==> src/hdl/frst_pkg.sv <==
// Package for the framed register table slave: shared types, codes and constants.
// No dependencies; used by frst_front, frst_back and the top level (frst_ram does not use it).
`default_nettype none

package frst_pkg;

  localparam int TABLE_BYTES     = 256;
  localparam int FRAME_BYTES     = 256;
  localparam int PASSWORD_OFFSET = 0;
  localparam int TABLE_DEPTH     = 256;

  localparam logic [7:0] SOF      = 8'h68;
  localparam logic [7:0] EOF_MARK = 8'h16;
  localparam logic [7:0] ADDR0    = 8'h31;
  localparam logic [7:0] ADDR1    = 8'hCE;
  localparam logic [7:0] BIAS     = 8'h33;

  localparam logic [7:0] CMD_READ   = 8'h02;
  localparam logic [7:0] CMD_WRITE  = 8'h04;
  localparam logic [7:0] CMD_RESET  = 8'hF6;
  localparam logic [7:0] RSP_READ   = 8'h82;
  localparam logic [7:0] RSP_RD_ERR = 8'hC2;
  localparam logic [7:0] RSP_WRITE  = 8'h84;
  localparam logic [7:0] RSP_WR_ERR = 8'hC4;
  localparam logic [7:0] ERR_RANGE  = 8'h40;
  localparam logic [7:0] ERR_PASSWD = 8'h11;

  // sum of the four fixed header bytes 68 31 CE 68, modulo 256
  localparam logic [7:0] HDR_SUM = 8'(SOF + ADDR0 + ADDR1 + SOF);

  localparam logic [1:0] IN_RX    = 2'd0;
  localparam logic [1:0] IN_FETCH = 2'd1;
  localparam logic [1:0] IN_CLEAR = 2'd2;
  localparam logic [1:0] IN_NOP   = 2'd3;

  typedef enum logic [1:0] {
    OP_RX,
    OP_FETCH,
    OP_CLEAR
  } op_e;

  typedef struct packed {
    op_e        op;
    logic [7:0] data;
  } item_t;

  typedef enum logic [3:0] {
    S_IDLE,
    S_SUM_RD,
    S_SUM_ACC,
    S_PW_RD,
    S_PW_CHK,
    S_WR_RD,
    S_WR_DO,
    S_TX_OUT
  } st_e;

endpackage

`default_nettype wire

==> src/hdl/frst_front.sv <==
// Front end: takes input words, classifies the command and queues them (two deep).
// Depends on frst_pkg.
`default_nettype none

module frst_front (
  input  wire logic          clk_i,
  input  wire logic          rst_ni,
  input  wire logic          in_valid_i,
  output logic               in_stall_o,
  input  wire logic [1:0]    command_i,
  input  wire logic [7:0]    rx_byte_i,
  output logic               q_valid_o,
  output frst_pkg::item_t    q_item_o,
  input  wire logic          q_pop_i
);
  import frst_pkg::*;

  item_t      mem_q [2];
  logic       wr_ptr_q, rd_ptr_q;
  logic [1:0] cnt_q;
  logic       push;
  item_t      item_in;

  assign in_stall_o = (cnt_q == 2'd2);
  assign q_valid_o  = (cnt_q != 2'd0);
  assign q_item_o   = mem_q[rd_ptr_q];

  always_comb begin
    item_in.data = rx_byte_i;
    case (command_i)
      IN_RX:    item_in.op = OP_RX;
      IN_FETCH: item_in.op = OP_FETCH;
      default:  item_in.op = OP_CLEAR;
    endcase
  end

  // command 3 is accepted and dropped
  assign push = in_valid_i && !in_stall_o && (command_i != IN_NOP);

  always_ff @(posedge clk_i or negedge rst_ni) begin
    if (!rst_ni) begin
      wr_ptr_q <= 1'b0;
      rd_ptr_q <= 1'b0;
      cnt_q    <= 2'd0;
    end else begin
      if (push) begin
        wr_ptr_q <= ~wr_ptr_q;
      end
      if (q_pop_i) begin
        rd_ptr_q <= ~rd_ptr_q;
      end
      cnt_q <= cnt_q + {1'b0, push} - {1'b0, q_pop_i};
    end
  end

  always_ff @(posedge clk_i) begin
    if (push) begin
      mem_q[wr_ptr_q] <= item_in;
    end
  end

endmodule

`default_nettype wire

==> config.mk <==
export PLATFORM = sky130hd
export DESIGN_NAME = frst_front
export DESIGN_NICKNAME = d
export VERILOG_FILES = /design/src/hdl/frst_pkg.sv /design/src/hdl/frst_front.sv
export SDC_FILE = /design/constraint.sdc
export NUM_CORES = 1
export LEC_CHECK = 0
export BUFFER_PORTS_ARGS = -buffer_cell sky130_fd_sc_hd__buf_4
export CORE_MARGIN = 5
export CORE_UTILIZATION = 53
export CTS_BUF_LIST = sky130_fd_sc_hd__clkbuf_8
export CTS_CLUSTER_DIAMETER = 30
export CTS_CLUSTER_SIZE = 14
export DETAILED_ROUTE_END_ITERATION = 8
export GPL_ROUTABILITY_DRIVEN = 0
export PLACE_DENSITY = 0.83
export SYNTH_ARGS = -nofsm -noshare
export SYNTH_HDL_FRONTEND = slang
export SYNTH_SLANG_ARGS = --single-unit
==> constraint.sdc <==
create_clock -name clk_i -period 2 [get_ports clk_i]
set_input_delay 0.4 -clock clk_i [delete_from_list [all_inputs] [get_ports clk_i]]
set_output_delay 0.4 -clock clk_i [all_outputs]
set_load 0.05 [all_outputs]
==> results.md, run 1 <==
- CP max stage delay: 630 ps
- Longest Clk Path Bufs: 2
- Unrepaired setup endpoints after global routing: false
- Vias in the first global route: 534
- DRC violations left: 0
- Die width: 52.42 um
- CP max-delay cell: dfrtp_1
- #FFs+latches synth: 24
- Row cnt: 15
- Initial Utilization: 55.22%
- Initial antenna violation count: 0
- Combinational share of power: 45.4%
- Hold Violations, Final: 0
- Count leader, synth: edfxtp_1
- Avg Inst Size Synth: 18.69 um^2
- WHS Endpoint: mem_q[0][1]$_DFFE_PP_
- First-pass GRT wire length: 2339 um
- CP delay by family, top: flip-flops
- Final worst-path cycle share: 93.69%
- Ranking of synthesized cells by area: edfxtp_1 63%, mux2_2 12%, dfrtp_1 10%
- CP Buf/Inv Count: 1
- PD cells: 1538 nW/um^2
- Max-slew headroom: 69.27%
- Total track usage: 12.29%
- Final Net Count: 98
- Worst endpoint required time: 1600 ps
- Max Slew Vio Count: 0
- Worst skew pair latency: 260 ps
- Cells on worst reg2reg path: 7
- IO Pins: 26
- Final setup violation count: 0
- Worst-margin pin slew: 461.0 ps
- Hpwl dp: 1083 um
- DR pass1 iterations: 3
- Min-delay src: rx_byte_i[1]
- WHS: 323.2 ps
- Via count: 492
- Sw power: 0.0007502 W
- Clock power share: 14.4%
- DRT Wirelength: 1477 um
- Post-synth top cells: 20 x edfxtp_1, 10 x mux2_2, 4 x dfrtp_1, 3 x xnor2_1
- Largest net degree at the start of global routing: 14
- Clock transition at path regs: 80 ps
- Dominant synthesized flop cell: edfxtp_1
- Diodes inserted: 0
- Largest area contributor in the netlist: edfxtp_1
- Status: finished clean
- H-Tree Depth: 1
- DRT antenna net count: 0
- Worst-path cell chain: mux2_2 > buf_4
- CP Max Fanout: 11
- Total CTS buffers: 3
- Postcts setup bufs: 0
- Sequential share of the synthesized area: 73.49%
- Hold crit path type: in2reg
- Fillers: 133
- Leakage: 0.4983 nW
- CTS tree: built
- Core area: 1727 um^2
- Average wire per standard cell: 13.93 um
- CP Data Arrival Time: 1470 ps
- YS warnings: 0
- Total overflow reported by the global router: 0
- Crit path kind: reg2out
- Async S/R FF share, synth: 16.67%
- Area Growth Syn to Fin: 28.74%
- Setup slack, reg-to-reg: 410 ps
- Worst flop-to-flop path endpoint: cnt_q[1]$_DFF_PN0_
- FF-to-FF Start: cnt_q[1]$_DFF_PN0_
- CP endpoint kind: output port
- Synthesized cell area: 953.4 um^2
- Die Ht: 52.42 um
- Syn Inst Count: 51
- Port bufs: 25
- Yosys top cell area share: 62.99%
- Total negative slack: 0 ps
- Setup Skew: 2.750 ps
- Startpoint Class: register
- Peak supply drop: 1.130 mV
- Hold path depth: 1
- Internal: 0.001138 W
- DIE AREA: 2747 um^2
- CTS sink count: 24
- Post-synthesis cell type count: 15
- Flop pwr share: 40.2%
- Root Driver: clkbuf_8
- Total Power: 0.001888 W
- EDFF count, synth: 20
- Dpl cell area: 1172 um^2
- Drt initial violations: 15
- Via-per-instance ratio: 4.642
- Max cap viols: 0
- Net switching fraction of the power: 39.74%
- Fmax: 0.5337 GHz
- Share of layout cells above drive strength 1: 53.09%
- Period minus WS final: 1874 ps
- Final std cell area, no fill: 1227 um^2
- Post-synthesis net count: 67
## power groups by stage
stage	logic [W]	clock network, W	registers (W)
finish	0.000857	0.000272	0.000759
floorplan	0.000681	0	0.000723
global route	0.000903	0.000308	0.000775
detailed placement	0.000864	0	0.000771
CTS	0.000868	0.000280	0.000762
global placement	0.000848	0	0.000765
## logic make-up after synthesis
kind of cell | count (synthesis) | synth area share [%]
xor gates and xnor gates | 4 | 3.675
DFF | 24 | 73.49
adders and majority gates | 2 | 2.624
and+or+nand+nor | 7 | 6.037
muxes | 10 | 11.81
buffers and inverters | 4 | 2.362
## per-stage QoR
stage / std cells / util [%] / setup slack, ps
after global placement: 101 / 67.90 / 404.5
after global routing: 106 / 71.09 / 51.27
after detailed placement: 101 / 67.90 / 373.2
after floorplan: 51 / - / 335.4
after CTS: 106 / 71.09 / 103.0
final: 106 / 71.09 / 126.3
## how the worst max path moves through the flow
stage / from / to / slack, ps / cells past startpoint
6_report: rd_ptr_q$_DFFE_PN0P_ / q_item_o[0] / 130 / 2
4_1_cts: rd_ptr_q$_DFFE_PN0P_ / q_item_o[2] / 100 / 2
3_3_place_gp: rd_ptr_q$_DFFE_PN0P_ / q_item_o[2] / 400 / 2
5_1_grt: rd_ptr_q$_DFFE_PN0P_ / q_item_o[6] / 50 / 2
2_1_floorplan: cnt_q[0]$_DFF_PN0_ / cnt_q[1]$_DFF_PN0_ / 340 / 7
3_5_place_dp: command_i[1] / cnt_q[1]$_DFF_PN0_ / 370 / 8
## sequential cells by signal (all words and copies together), names as in the netlist
name      flops
mem_q        20
cnt_q         2
rd_ptr_q      1
wr_ptr_q      1
## area by class of cell
class | count | area [um^2] | share of cell area [%]
sequential | 24 | 700.7 | 57.08
clock buffer | 3 | 41.29 | 3.364
tap | 25 | 31.28 | 2.548
inverter | 2 | 7.507 | 0.6116
multi-input combinational | 23 | 230.2 | 18.76
clock inverter | 1 | 3.754 | 0.3058
timing repair buffer | 28 | 212.7 | 17.33
## worst reg2reg max path, delay by kind of cell, from the launching register on
| kind | cells | cell delay, ps |
|---|---|---|
| AND/OR/NAND/NOR | 2 | 320 |
| XOR/XNOR | 2 | 300 |
| adder cells (fa/ha/maj) | 2 | 470 |
| buffers and inverters | 1 | 40 |
| flip-flops | 1 | 410 |
## routing by layer
metal	vias to the layer above	GRT usage, %	routed length, um
met5	-	0	0
met3	0	3.989	53
met4	0	5.106	0
met1	239	13.18	566
li1	241	-	-
met2	12	21.90	858
## layout by cell type (no fill, tap or decap)
cell	n
buf_4	27
clkbuf_8	3
dfrtp_1	4
dlygate4sd3_1	1
edfxtp_1	20
ha_1	2
inv_1	3
mux2_2	10
nand2_1	1
nand3b_4	1
nor2_1	2
nor2b_1	1
nor2b_4	1
or2_2	1
xnor2_1	3
xor2_1	1
## what timing repair did
item,4_1_cts,5_1_grt
hold endpoints to repair,4,0
gates resized for setup,0,0
hold buffers,1,0
No activity file was read; power rests on OpenSTA's default activity.
==> run 2: changes to the inputs <==
- REMOVE_ABC_BUFFERS: not set -> 1
==> run 2 against run 1 <==
  * Final area increased by 3.4%
  * Critical path depth unchanged
  * Global-route usage decreased by 0.21 points
  * First-iteration DRC count decreased by 87%
  * Largest power group unchanged
  * Via count increased by 7.3%
  * Largest cell class unchanged
==> results.md, run 2 (same netlist as run 1, synthesis figures left out) <==
- CP Data Arrival Time: 1480 ps
- Initial Utilization: 55.22%
- Final worst-path cycle share: 93.86%
- Hold Violations, Final: 0
- Status: finished clean
- Port bufs: 25
- Total negative slack: 0 ps
- Unrepaired setup endpoints after global routing: false
- Biggest regs: mem_q: 20 flops, cnt_q: 2 flops
- CTS tree: built
- Largest Register: mem_q
- CP Max Fanout: 11
- Worst-margin pin slew: 459.4 ps
- Average wire per standard cell: 13.51 um
- PD cells: 1606 nW/um^2
- Vias in the first global route: 555
- Worst skew pair latency: 260 ps
- Total overflow reported by the global router: 0
- Initial antenna violation count: 0
- Drt initial violations: 2
- H-Tree Depth: 1
- Final setup violation count: 0
- CTS sink count: 24
- Most frequent cells in the layout: 29 x buf_4, 20 x edfxtp_1, 10 x mux2_2, 4 x dfrtp_1
- Period minus WS final: 1877 ps
- Total track usage: 12.09%
- Hold crit path type: in2reg
- Postcts setup bufs: 0
- DRC violations left: 0
- Max FFs per register: 20
- Die Ht: 52.42 um
- Via count: 528
- Total CTS buffers: 3
- IO Pins: 26
- Fmax: 0.5327 GHz
- Row cnt: 15
- DRT antenna net count: 0
- Die width: 52.42 um
- Worst endpoint required time: 1600 ps
- Via-per-instance ratio: 4.889
- Fillers: 114
- Pre-CTS setup slack: 378.7 ps
- CP endpoint kind: output port
- DRT Wirelength: 1459 um
- Leakage: 0.5177 nW
- Startpoint Class: register
- Core area: 1727 um^2
- Final Net Count: 100
- DR pass1 iterations: 3
- Peak supply drop: 1.335 mV
- Diodes inserted: 0
- Max-slew headroom: 69.38%
- First-pass GRT wire length: 2387 um
- Final std cell area, no fill: 1269 um^2
- Area Growth Syn to Fin: 33.07%
- Hpwl dp: 1150 um
- Longest Clk Path Bufs: 2
- Max Slew Vio Count: 0
- Dpl cell area: 1187 um^2
- Setup Skew: 3.349 ps
- Clock transition at path regs: 80 ps
- Root Driver: clkbuf_8
- Setup slack after layout: 122.7 ps
- Most common cell after layout, fill and taps aside: buf_4
- Largest net degree at the start of global routing: 15
- Placed insts: 103
- Final Instance Count excl. Fillers: 108
- Crit path kind: reg2out
- Share of layout cells above drive strength 1: 55.42%
- Max cap viols: 0
- DIE AREA: 2747 um^2
-- run 2: metrics by stage --
stage | power, W | utilization (%) | hold WS (ps)
after floorplan | 0.001380 | - | 104.4
after global placement | 0.001632 | 68.77 | 199.8
after detailed placement | 0.001652 | 68.77 | 199.3
after CTS | 0.002061 | 73.48 | 318.3
after global routing | 0.002137 | 73.48 | 312.0
final | 0.002037 | 73.48 | 321.4
-- run 2: repair_timing --
| item | in CTS | in global routing |
|---|---|---|
| endpoints found under the hold margin | 4 | 0 |
| resized for setup | 0 | 0 |
| endpoints found under the setup margin | 0 | 0 |
| hold buffers | 1 | 0 |
-- run 2: layout make-up --
class | instances | area, um^2 | area share, %
Clock buffer | 3 | 41.29 | 3.254
Clock inverter | 1 | 30.03 | 2.367
Inverter | 2 | 7.507 | 0.5917
Multi-Input combinational cell | 23 | 230.2 | 18.15
Sequential cell | 24 | 700.7 | 55.23
Tap cell | 25 | 31.28 | 2.465
Timing Repair Buffer | 30 | 227.7 | 17.95
-- run 2: final timing paths --
path                       slack [ps]                   end                  from  cells after the start
max                               120           q_item_o[0]  rd_ptr_q$_DFFE_PN0P_                      2
min                               320  rd_ptr_q$_DFFE_PN0P_               q_pop_i                      2
max reg2reg                       420    cnt_q[1]$_DFF_PN0_    cnt_q[1]$_DFF_PN0_                      7
min reg2reg                       500    cnt_q[1]$_DFF_PN0_    cnt_q[1]$_DFF_PN0_                      1
max in group asynchronous        1430  wr_ptr_q$_DFFE_PN0P_                rst_ni                      2
min in group asynchronous         470  rd_ptr_q$_DFFE_PN0P_                rst_ni                      2
-- run 2: worst max-delay path, stage by stage (launching register included) --
cell and delay [ps]:
dfrtp_1 630, mux2_2 400, buf_4 190
-- run 2: per-layer routing --
layer  wire length (um)  up-vias  global-route usage, %
met3                 65        2                  2.849
met1                547      265                  14.07
met2                833       15                  21.69
li1                   -      246                      -
met4                 13        0                  3.830
met5                  0        -                      0
-- run 2: power by group --
part	internal, W	switching (W)	total (W)
clock network	0.000267	0.000141	0.000408
registers	0.000669	0.0000885	0.000758
logic	0.000343	0.000528	0.000872
total	0.00128	0.000758	0.00204
